File: src/hdl/ct_pkg.sv
package ct_pkg;

  localparam int DEFAULT_TABLE_DEPTH = 128;
  localparam int ID_W  = 16;
  localparam int IDX_W = 7;
  localparam int CNT_W = 8;

  typedef enum logic [1:0] {
    CMD_ADD    = 2'd0,
    CMD_REMOVE = 2'd1,
    CMD_FIND   = 2'd2,
    CMD_READ   = 2'd3
  } cmd_t;

  typedef enum logic [1:0] {
    ST_OK        = 2'd0,
    ST_FULL      = 2'd1,
    ST_NOT_FOUND = 2'd2,
    ST_RANGE     = 2'd3
  } status_t;

  typedef struct packed {
    cmd_t               cmd;
    logic [ID_W-1:0]    key_id;
    logic [IDX_W-1:0]   slot_index;
  } in_t;

  typedef struct packed {
    status_t            status;
    logic [ID_W-1:0]    result_id;
    logic [IDX_W-1:0]   result_index;
    logic [CNT_W-1:0]   entries_used;
  } out_t;

endpackage

File: src/hdl/ct_ram.sv
module ct_ram #(
  parameter int WIDTH = 16,
  parameter int DEPTH = 128
) (
  input  logic                                 clk,
  input  logic                                 we,
  input  logic [((DEPTH > 1) ? $clog2(DEPTH) : 1)-1:0] waddr,
  input  logic [WIDTH-1:0]                     wdata,
  input  logic [((DEPTH > 1) ? $clog2(DEPTH) : 1)-1:0] raddr,
  output logic [WIDTH-1:0]                     rdata
);

  logic [WIDTH-1:0] mem_r [DEPTH];
  logic [WIDTH-1:0] rdata_r;

  // read returns the old contents on a same-address write
  always_ff @(posedge clk) begin
    if (we) begin
      mem_r[waddr] <= wdata;
    end
    rdata_r <= mem_r[raddr];
  end

  assign rdata = rdata_r;

endmodule

File: src/hdl/compact_id_table_unit.sv
// Compacting id table: holds up to TABLE_DEPTH distinct ids packed in positions
// 0 .. entries_used-1 and answers one command per input transfer with exactly one
// result transfer. Add hands out the smallest positive id not in use, remove
// deletes an id and closes the gap, find returns an id's position and read
// returns the id at a position. After reset the block clears its id-in-use map
// and holds in_ready low meanwhile. Commands are processed one at a time by a
// small sequencer that walks the id memory or the in-use map one entry per cycle
// through a single comparator. The result sits in an output register, so a new
// command is taken while it waits.
module compact_id_table_unit #(
  parameter int TABLE_DEPTH = ct_pkg::DEFAULT_TABLE_DEPTH
) (
  input  logic         clk,
  input  logic         rst_n,
  input  logic         in_valid,
  output logic         in_ready,
  input  ct_pkg::in_t  in_data,
  output logic         out_valid,
  input  logic         out_ready,
  output ct_pkg::out_t out_data
);

  localparam int AW   = (TABLE_DEPTH > 1) ? $clog2(TABLE_DEPTH) : 1;
  localparam int CW   = $clog2(TABLE_DEPTH + 1);
  localparam int IDW  = ct_pkg::ID_W;
  localparam int IXW  = ct_pkg::IDX_W;
  localparam int NW   = ct_pkg::CNT_W;
  localparam int CMPW = (CW > IXW) ? CW : IXW;

  // sequencer states
  typedef enum logic [6:0] {
    S_CLEAR = 7'b0000001,  // sweep the in-use map to zero after reset
    S_IDLE  = 7'b0000010,
    S_FREE  = 7'b0000100,  // scan in-use map for the first free id
    S_FIND  = 7'b0001000,  // scan id memory for the key
    S_SHIFT = 7'b0010000,  // move later entries down one place
    S_READ  = 7'b0100000,  // wait for the id memory read
    S_DONE  = 7'b1000000   // hand the result to the output register
  } state_t;

  state_t               state_r, state_nxt;
  logic [AW-1:0]        ptr_r, ptr_nxt;
  logic [CW-1:0]        count_r, count_nxt;
  ct_pkg::cmd_t         cmd_r, cmd_nxt;
  logic [IDW-1:0]       key_r, key_nxt;
  ct_pkg::status_t      res_status_r, res_status_nxt;
  logic [IDW-1:0]       res_id_r, res_id_nxt;
  logic [IXW-1:0]       res_idx_r, res_idx_nxt;
  logic                 out_valid_r, out_valid_nxt;
  ct_pkg::out_t         out_data_r, out_data_nxt;

  // id memory and in-use map (map entry k marks id k+1)
  logic                 id_we;
  logic [AW-1:0]        id_waddr;
  logic [IDW-1:0]       id_wdata;
  logic [IDW-1:0]       id_rdata;
  logic                 map_we;
  logic [AW-1:0]        map_waddr;
  logic                 map_wdata;
  logic                 map_rdata;

  // shared scan comparator
  logic [IDW-1:0]       scan_word;
  logic [IDW-1:0]       scan_ref;
  logic                 scan_hit;

  logic [CW-1:0]        ptr_inc;
  logic                 more_left;
  logic                 table_full;
  logic                 slot_out;

  // both memories read ahead at the next pointer, so read data always
  // belongs to the current pointer
  ct_ram #(.WIDTH(IDW), .DEPTH(TABLE_DEPTH)) u_id_ram (
    .clk   (clk),
    .we    (id_we),
    .waddr (id_waddr),
    .wdata (id_wdata),
    .raddr (ptr_nxt),
    .rdata (id_rdata)
  );

  ct_ram #(.WIDTH(1), .DEPTH(TABLE_DEPTH)) u_map_ram (
    .clk   (clk),
    .we    (map_we),
    .waddr (map_waddr),
    .wdata (map_wdata),
    .raddr (ptr_nxt),
    .rdata (map_rdata)
  );

  // free-id scan looks for a zero map bit, key scan for an equal id
  assign scan_word  = (state_r == S_FREE) ? IDW'(map_rdata) : id_rdata;
  assign scan_ref   = (state_r == S_FREE) ? '0 : key_r;
  assign scan_hit   = (scan_word == scan_ref);

  assign ptr_inc    = CW'(ptr_r) + CW'(1);
  assign more_left  = (ptr_inc < count_r);
  assign table_full = (count_r == CW'(TABLE_DEPTH));
  assign slot_out   = (CMPW'(in_data.slot_index) >= CMPW'(count_r));

  assign in_ready   = (state_r == S_IDLE);
  assign out_valid  = out_valid_r;
  assign out_data   = out_data_r;

  always_comb begin
    state_nxt      = state_r;
    ptr_nxt        = ptr_r;
    count_nxt      = count_r;
    cmd_nxt        = cmd_r;
    key_nxt        = key_r;
    res_status_nxt = res_status_r;
    res_id_nxt     = res_id_r;
    res_idx_nxt    = res_idx_r;
    out_valid_nxt  = out_valid_r && !out_ready;
    out_data_nxt   = out_data_r;
    id_we          = 1'b0;
    id_waddr       = ptr_r - AW'(1);
    id_wdata       = id_rdata;
    map_we         = 1'b0;
    map_waddr      = ptr_r;
    map_wdata      = 1'b0;

    case (state_r)
      S_CLEAR: begin
        map_we = 1'b1;
        if (ptr_r == AW'(TABLE_DEPTH - 1)) begin
          ptr_nxt   = '0;
          state_nxt = S_IDLE;
        end else begin
          ptr_nxt = ptr_r + AW'(1);
        end
      end

      S_IDLE: begin
        if (in_valid) begin
          cmd_nxt        = in_data.cmd;
          key_nxt        = in_data.key_id;
          ptr_nxt        = '0;
          res_status_nxt = ct_pkg::ST_OK;
          res_id_nxt     = '0;
          res_idx_nxt    = '0;
          case (in_data.cmd)
            ct_pkg::CMD_ADD: begin
              if (table_full) begin
                res_status_nxt = ct_pkg::ST_FULL;
                state_nxt      = S_DONE;
              end else begin
                state_nxt = S_FREE;
              end
            end
            ct_pkg::CMD_REMOVE, ct_pkg::CMD_FIND: begin
              if (count_r == '0) begin
                res_status_nxt = ct_pkg::ST_NOT_FOUND;
                state_nxt      = S_DONE;
              end else begin
                state_nxt = S_FIND;
              end
            end
            ct_pkg::CMD_READ: begin
              if (slot_out) begin
                res_status_nxt = ct_pkg::ST_RANGE;
                state_nxt      = S_DONE;
              end else begin
                ptr_nxt   = AW'(in_data.slot_index);
                state_nxt = S_READ;
              end
            end
            default: begin
              state_nxt = S_DONE;
            end
          endcase
        end
      end

      S_FREE: begin
        if (scan_hit) begin
          // id ptr+1 is free: append it and mark it used
          id_we      = 1'b1;
          id_waddr   = count_r[AW-1:0];
          id_wdata   = IDW'(ptr_inc);
          map_we     = 1'b1;
          map_wdata  = 1'b1;
          count_nxt  = count_r + CW'(1);
          res_id_nxt = IDW'(ptr_inc);
          state_nxt  = S_DONE;
        end else begin
          ptr_nxt = ptr_r + AW'(1);
        end
      end

      S_FIND: begin
        if (scan_hit) begin
          if (cmd_r == ct_pkg::CMD_FIND) begin
            res_idx_nxt = IXW'(ptr_r);
            state_nxt   = S_DONE;
          end else begin
            // a stored id is never zero, so key-1 is its map entry
            map_we    = 1'b1;
            map_waddr = AW'(key_r - IDW'(1));
            if (more_left) begin
              ptr_nxt   = ptr_r + AW'(1);
              state_nxt = S_SHIFT;
            end else begin
              count_nxt = count_r - CW'(1);
              state_nxt = S_DONE;
            end
          end
        end else if (more_left) begin
          ptr_nxt = ptr_r + AW'(1);
        end else begin
          res_status_nxt = ct_pkg::ST_NOT_FOUND;
          state_nxt      = S_DONE;
        end
      end

      S_SHIFT: begin
        // entry at ptr moves to ptr-1 while ptr+1 is fetched
        id_we = 1'b1;
        if (more_left) begin
          ptr_nxt = ptr_r + AW'(1);
        end else begin
          count_nxt = count_r - CW'(1);
          state_nxt = S_DONE;
        end
      end

      S_READ: begin
        res_id_nxt = id_rdata;
        state_nxt  = S_DONE;
      end

      S_DONE: begin
        if (!out_valid_r || out_ready) begin
          out_valid_nxt             = 1'b1;
          out_data_nxt.status       = res_status_r;
          out_data_nxt.result_id    = res_id_r;
          out_data_nxt.result_index = res_idx_r;
          out_data_nxt.entries_used = NW'(count_r);
          state_nxt                 = S_IDLE;
        end
      end

      default: begin
        state_nxt = S_IDLE;
      end
    endcase
  end

  always_ff @(posedge clk) begin
    if (!rst_n) begin
      state_r     <= S_CLEAR;
      ptr_r       <= '0;
      count_r     <= '0;
      out_valid_r <= 1'b0;
    end else begin
      state_r     <= state_nxt;
      ptr_r       <= ptr_nxt;
      count_r     <= count_nxt;
      out_valid_r <= out_valid_nxt;
    end
  end

  // payload registers
  always_ff @(posedge clk) begin
    cmd_r        <= cmd_nxt;
    key_r        <= key_nxt;
    res_status_r <= res_status_nxt;
    res_id_r     <= res_id_nxt;
    res_idx_r    <= res_idx_nxt;
    out_data_r   <= out_data_nxt;
  end

  // occupancy never exceeds the table depth
  a_count_bound: assert property (@(posedge clk) disable iff (!rst_n)
    count_r <= CW'(TABLE_DEPTH))
    else $error("entry count above table depth");

  // an appended id is positive and no larger than the table depth
  a_new_id_range: assert property (@(posedge clk) disable iff (!rst_n)
    (id_we && state_r == S_FREE) |->
      (id_wdata != '0 && id_wdata <= IDW'(TABLE_DEPTH)))
    else $error("allocated id out of range");

  // compaction never writes the entry being fetched
  a_shift_no_clash: assert property (@(posedge clk) disable iff (!rst_n)
    (state_r == S_SHIFT && state_nxt == S_SHIFT) |-> (id_waddr != ptr_nxt))
    else $error("shift write collides with read address");

  // one command at a time: no new transfer right after one is taken
  a_one_at_a_time: assert property (@(posedge clk) disable iff (!rst_n)
    (in_valid && in_ready) |=> !in_ready)
    else $error("input taken while a command is in progress");

  // a remove or add changes the count by exactly one
  a_count_step: assert property (@(posedge clk) disable iff (!rst_n)
    (count_r != $past(count_r)) |->
      (count_r == $past(count_r) + CW'(1) || count_r == $past(count_r) - CW'(1)))
    else $error("entry count jumped");

endmodule

File: config.mk
export PLATFORM = sky130hd
export DESIGN_NAME = compact_id_table_unit
export DESIGN_NICKNAME = d
export VERILOG_FILES = /design/src/hdl/ct_pkg.sv /design/src/hdl/ct_ram.sv /design/src/hdl/compact_id_table_unit.sv
export SDC_FILE = /design/constraint.sdc
export NUM_CORES = 2
export LEC_CHECK = 0
export CAP_MARGIN = 20
export CORE_MARGIN = 2
export CORE_UTILIZATION = 42
export DETAILED_ROUTE_END_ITERATION = 10
export DONT_BUFFER_PORTS = 1
export HOLD_SLACK_MARGIN = 0.12
export PLACE_DENSITY_LB_ADDON = 0.1
export SLEW_MARGIN = 25
export SYNTH_ARGS = -nofsm -noshare
export SYNTH_HDL_FRONTEND = slang
export SYNTH_HIERARCHICAL = 1
export SYNTH_SLANG_ARGS = --single-unit
File: constraint.sdc
create_clock -name clk -period 18.7 [get_ports clk]
set_input_delay 1.87 -clock clk [delete_from_list [all_inputs] [get_ports clk]]
set_output_delay 1.87 -clock clk [all_outputs]
set_load 0.05 [all_outputs]
Yosys cells after proc, flatten, opt, wreduce, memory -nomap -nowiden

Memories as Yosys holds them, arrays and structs flattened. A register that Yosys moved wholly into a read port is not among the register bits.
Index checks and enable logic that the tools add are counted.

Register bits after elaboration: 99
Latch bits: 0
Memory bits (writable): 2176
Bits in read-only memories: 0
Output and inout port bits: 35
Memories kept: 2

Add/subtract/negate cells: 6
Multipliers: 0
Div/mod/pow operators: 0
Magnitude comparators: 2
Equal/unequal tests: 23
Shifts and indexed selects: 0
Muxes and demuxes: 63
Bitwise logic cells: 0
Reduce and logical (&&, ||, !) cells: 17

Memories:

| name            | words | width | read ports | clocked after Yosys merged registers in | write ports | line         | source |
|---|---|---|---|---|---|---|---|
| u_id_ram.mem_r  | 128   | 16    | 1          | 1                                       | 1           | ct_ram.sv:13 | `logic [WIDTH-1:0] mem_r [DEPTH];` |
| u_map_ram.mem_r | 128   | 1     | 1          | 1                                       | 1           | ct_ram.sv:13 |  |

Operators with widths:

| kind                  | number |
|---|---|
| $mux W7               | 27 |
| $mux W16              | 6 |
| $pmux W7 S7           | 1 |
| $pmux W16 S3          | 1 |
| $pmux W7 S5           | 1 |
| $mux W8               | 4 |
| $pmux W8 S3           | 1 |
| $pmux W7 S3           | 1 |
| $ne A2 B2 Y1 const B  | 9 |
| $eq A16 B16 Y1        | 1 |
| $reduce_and A4 Y1     | 4 |
| $eq A7 B7 Y1 const B  | 2 |
| $pmux W7 S2           | 1 |
| $sub A7 B1 Y7 const B | 2 |
| $mux W1               | 11 |
| $mux W2               | 5 |
| $add A7 B1 Y8 const B | 1 |
| $add A8 B1 Y8 const B | 1 |
| $eq A8 B8 Y1 const B  | 1 |
| $ge A7 B8 Y1          | 1 |
| $logic_not A8 Y1      | 1 |
| $lt A8 B8 Y1          | 1 |
| $sub A8 B1 Y8 const B | 1 |
| $add A7 B1 Y7 const B | 1 |
| 21 further kinds      | 26 |

Logic depth before layout (Yosys ltp)

Word-level depth: 7
Mapped depth: 21
Depth with buffers taken out: 17

By module

Netlist, hierarchy kept.

By module, submodules not included:

| module                | times used | cells each | area each (um2) | seq. area each (um2) |
|---|---|---|---|---|
| ct_ram at u_id_ram    | 1          | 3086       | 78522.8         | 61819.3 |
| ct_ram at u_map_ram   | 1          | 395        | 5719.2          | 3863.7 |
| compact_id_table_unit | 1          | 489        | 5187.5          | 2742.6 |

Worst setup path before layout

Ideal clock, no wire load.

Path kind: register -> register
From: register state_r[3]
To: memory u_id_ram.mem_r[0][5] (data pin)
Setup time: 1.197 ns
Data arrival time: 6.973 ns
Slack: 10.530 ns
Stages on the path, launching flop included: 9
Path buffers: 4
Clock period less this slack: 8.170 ns
Path through: dfxtp_1 > buf_6 > or4_4 > buf_6 > nor4b_4 > nand2b_2 > clkbuf_1 > clkbuf_1 > o21ai_0

Word-level cells in the longest chain between the ends: 5
Elaborated cells on any way between the ends: 6

Ends and longest elaborated chain:

| item                        | line                                                                                   | source |
|---|---|---|
| from (decl)                 | compact_id_table_unit.sv:41                                                            | `state_t state_r, state_nxt;` |
| from (signal assigned)      | compact_id_table_unit.sv:257                                                           | `state_r <= state_nxt;` |
| $eq A7 B3 Y1 (*)            | compact_id_table_unit.sv:93, compact_id_table_unit.sv:94, compact_id_table_unit.sv:124 |  |
| $mux W16 (on tied branches) | compact_id_table_unit.sv:93, compact_id_table_unit.sv:94                               |  |
| $eq A16 B16 Y1              | compact_id_table_unit.sv:95                                                            | `assign scan_hit = (scan_word == scan_ref);` |
| $mux W16                    | compact_id_table_unit.sv:177                                                           | `if (scan_hit) begin` |
| $mux W16 (*)                | compact_id_table_unit.sv:124                                                           | `case (state_r)` |
| net id_wdata[5]             | compact_id_table_unit.sv:55                                                            | `logic [IDW-1:0] id_wdata;` |
| to (decl)                   | ct_ram.sv:13                                                                           |  |

The timed path passes the listed nets; every way through them passes the cells marked *.

Worst setup path after layout

From: register ptr_r[0]
To: register u_id_ram.rdata_r[1] (netlist: u_id_ram/rdata[1]) (read register of u_id_ram.mem_r)

Word-level cells in the longest chain between the ends: 6
Elaborated cells on any way between the ends: 11

Ends and longest elaborated chain:

| item                   | line                                                                                     | source |
|---|---|---|
| from (decl)            | compact_id_table_unit.sv:42                                                              | `logic [AW-1:0] ptr_r, ptr_nxt;` |
| from (signal assigned) | compact_id_table_unit.sv:258                                                             | `ptr_r <= ptr_nxt;` |
| $add A7 B1 Y8          | compact_id_table_unit.sv:97                                                              | `assign ptr_inc = CW'(ptr_r) + CW'(1);` |
| $lt A8 B8 Y1           | compact_id_table_unit.sv:98                                                              | `assign more_left = (ptr_inc < count_r);` |
| $mux W7                | compact_id_table_unit.sv:201, compact_id_table_unit.sv:209, compact_id_table_unit.sv:220 |  |
| $mux W7                | compact_id_table_unit.sv:194                                                             | `if (cmd_r == ct_pkg::CMD_FIND) begin` |
| $mux W7                | compact_id_table_unit.sv:193                                                             | `if (scan_hit) begin` |
| $pmux W7 S5 (*)        | compact_id_table_unit.sv:124                                                             |  |
| net ptr_nxt[0]         | compact_id_table_unit.sv:42                                                              |  |
| to (decl)              | ct_ram.sv:14                                                                             | `logic [WIDTH-1:0] rdata_r;` |

Marks and branches as above.
A chain may end at the register's enable or synchronous reset.

==> flow_summary.yaml <==
pwr:
  power_density_nw_per_um2: 140.3
  peakVddDrop_mv: 0.1041
  power.leakage_uw: 0.03049
drt:
  final_antenna_net_count: 0
  routedWlPerCell_um: 33.16
  drt_drc_violations_left: 0
  vias_per_cell: 5.839
  vias: 42104
  drt_wl_total_mm: 239.1
  first_iter_violations: 4558
  dr.pass1.iters: 5
timing:
  worst_pin_slew_ns: 1.097
  maxSlewViolCount: 0
  max_slew_margin_pct: 26.73
  max_freq_mhz: 118.2
  min_period_over_period_pct: 45.23
  setup_viol: 0
  fin_worst_skew_ns: 0.03202
  hold_viol_final: 0
  tns_ns: 0
  period_needed_ns: 8.459
  rsz0062_at_grt: "no"
floorplanning:
  die-width_um: 465.4
  fp.dieH_um: 465.4
  core_area_um2: 211900
  initial_core_util_pct: 42.21
  dieArea_um2: 216600
  ios: 64
  rows: 169
global_route:
  grtUsageTotal_pct: 22.18
  grt_max_degree: 143
  grt_pass1_vias: 42450
  antenna_found_initial: 24
  grt_first_pass_wirelength_mm: 336.3
  globalRouteOverflowTotal: 0
worst_setup_path:
  critical_path.cell_chain: "nand3_1 > xnor2_1 > inv_1 > ha_1 > a211o_1 > a31o_2 > a211oi_1 > o31a_1 > or2_2 > mux2_2 > or2_4 > buf_12 > buf_4 > buf_12 > buf_16 > mux4_2 > mux4_2 > mux4_2 > mux2_2"
  cp_max_fo: 85
  required_ns: 19.47
  end_kind: "register"
  cp_slowest_stage_delay_ns: 0.83
  crit_type: "reg -> reg"
  path_buf_inv: 5
  cp_data_arrival_time_ns: 9.23
  crit_path_frequent_cell: "mux4_2"
  path_delay_family: "buffers and inverters"
  r2r_start: "ptr_r[0]"
  slowest_stage: "buf_4"
  startpoint_type: "register"
  cp-startpoint: "ptr_r[0]"
clock_tree:
  clk_latency_ns: 0.89
  numCtsBuffers: 232
  htreeDepth: 4
  clockBufferDepth: 3
  cts_sinks: 2292
  post_cts_resized: 0
  clkSlewWorstSetupHoldPaths_ns: 0.06
  cts_setup_buffers: 0
  cts_tree: "done"
  cts_root_buf: "clkbuf_16"
  cts_hold_buf: 0
placed_design:
  portBuffers: 0
  place_hpwl_mm: 133.9
  place.gp.congestion: 0.8233
synthesis:
  syn_inst: 3970
  netlist_area_um2: 89430
  synth.distinct_cells: 65
  avgSynthCellArea_um2: 22.53
  ys_async_sr_fraction_pct: 0
  syn_nets: 4025
  synth_edf_count: 2252
  yosys_warnings: 6
  ys.flop_type: "edfxtp_1"
  seq_area_frac_synth_pct: 76.51
  ys_ff_latch: 2292
finish:
  syn_to_final_growth_pct: 13.44
  final_cell_mix: "2,252 x edfxtp_1, 698 x mux4_2, 235 x nor2_1"
  fin_util_pct: 47.88
  final_common_cell: "edfxtp_1"
  multi_input_area_um2: 20520
  fill_cells: 17267
  seqCellArea_um2: 68430
  num-nets-final: 4232
  drive_above_1_share_pct: 30.06
run_status:
  status: "finished, final reports clean"
hold_path:
  min_from: "res_id_r[13]"
  hold_path_class: "reg -> reg"
job:
  drv_cap: 0
==> through the flow <==
stage | instances | area [µm²] | hold slack [ns] | power (µW) | setup slack, ns
final | 7211 | 101400 | 0.4011 | 14230 | 10.24
after detailed placement | 6758 | 93960 | 0.4045 | 9895 | 9.455
after CTS | 7196 | 101300 | 0.4036 | 14380 | 10.05
after global placement | 6758 | 93940 | 0.4054 | 9861 | 9.404
after global routing | 7204 | 101400 | 0.4206 | 14750 | 9.512
after floorplan | 3970 | 89430 | 0.4003 | 8678 | 10.53
==> layer usage <==
layer	part of all wire, %	routed length [µm]	track usage (%)	up-vias
li1	-	-	-	17192
met1	44	104500	32.67	23249
met2	48	115000	35.15	1387
met3	6.3	14980	3.389	272
met4	1.9	4595	4.988	4
met5	0.011	27	0	-
==> state kept, by name (all words and copies together) (netlist names) <==
signal and flops:
out_data 33, out_valid 1, u_id_ram/rdata 16, u_map_ram/rdata 1, key_r 16, u_id_ram/mem_r 2048, ptr_r 7, res_idx_r 7
res_id_r 16, res_status_r 2, cmd_r 2, state_r 7, count_r 8, u_map_ram/mem_r 128
==> final timing paths <==
check | cells after the start | to | slack (ns)
hold reg to reg | 0 | out_data[28] | 0.40
hold / removal | 0 | out_data[28] | 0.40
setup reg to reg | 19 | u_id_ram/rdata[1] | 10.24
setup / recovery | 19 | u_id_ram/rdata[1] | 10.24
==> Yosys cell counts, types with 5 or more instances <==
library cell	n	area share [%]
nor2_1	299	1.3
mux2i_1	14	0.16
nand4_1	12	0.084
a21oi_1	25	0.14
nor4_1	9	0.063
ha_1	25	0.35
edfxtp_1	2252	76
mux4_2	698	18
mux4_1	7	0.21
xnor2_1	16	0.16
xor2_1	23	0.23
and2_1	19	0.13
a21o_1	5	0.042
dfxtp_1	40	0.90
buf_1	29	0.12
buf_2	59	0.33
buf_6	5	0.063
mux2_2	17	0.21
or3_1	6	0.042
nand2_1	81	0.34
nand2b_1	7	0.049
nor2b_1	21	0.15
nand3_1	36	0.20
nand4b_1	6	0.059
nor3_1	28	0.16
clkbuf_1	108	0.45
o21ai_0	26	0.15
inv_1	31	0.13
==> final cells by class <==
type | instances | share of cell area, %
diodes | 9 | 0.02220
clock buffers | 297 | 5.984
clock inverters | 141 | 1.210
inverters | 31 | 0.1159
multi-input cells | 1444 | 20.23
flip-flops and latches | 2292 | 67.45
well taps | 2821 | 3.479
repair buffers | 176 | 1.515
==> report_power, final <==
| part | switching, µW | internal, µW | leakage, µW |
|---|---|---|---|
| registers | 90.1 | 6360 | 0.0203 |
| logic | 2060 | 1230 | 0.00666 |
| clock network | 1950 | 2540 | 0.00356 |
| total | 4100 | 10100 | 0.0305 |
==> logic make-up (layout without fill, tap and decap cells) <==
| family | after synthesis | in the layout | share of synthesized area [%] |
|---|---|---|---|
| compound gates | 97 | 97 | 0.7107 |
| xor+xnor | 39 | 39 | 0.3819 |
| fa+ha+maj | 26 | 26 | 0.3722 |
| buf+inv | 234 | 645 | 1.115 |
| flops | 2292 | 2292 | 76.51 |
| mux | 736 | 736 | 18.15 |
| other cells | 0 | 9 | 0 |
| simple gates | 546 | 546 | 2.752 |
Power figures use the tool's default switching activity.
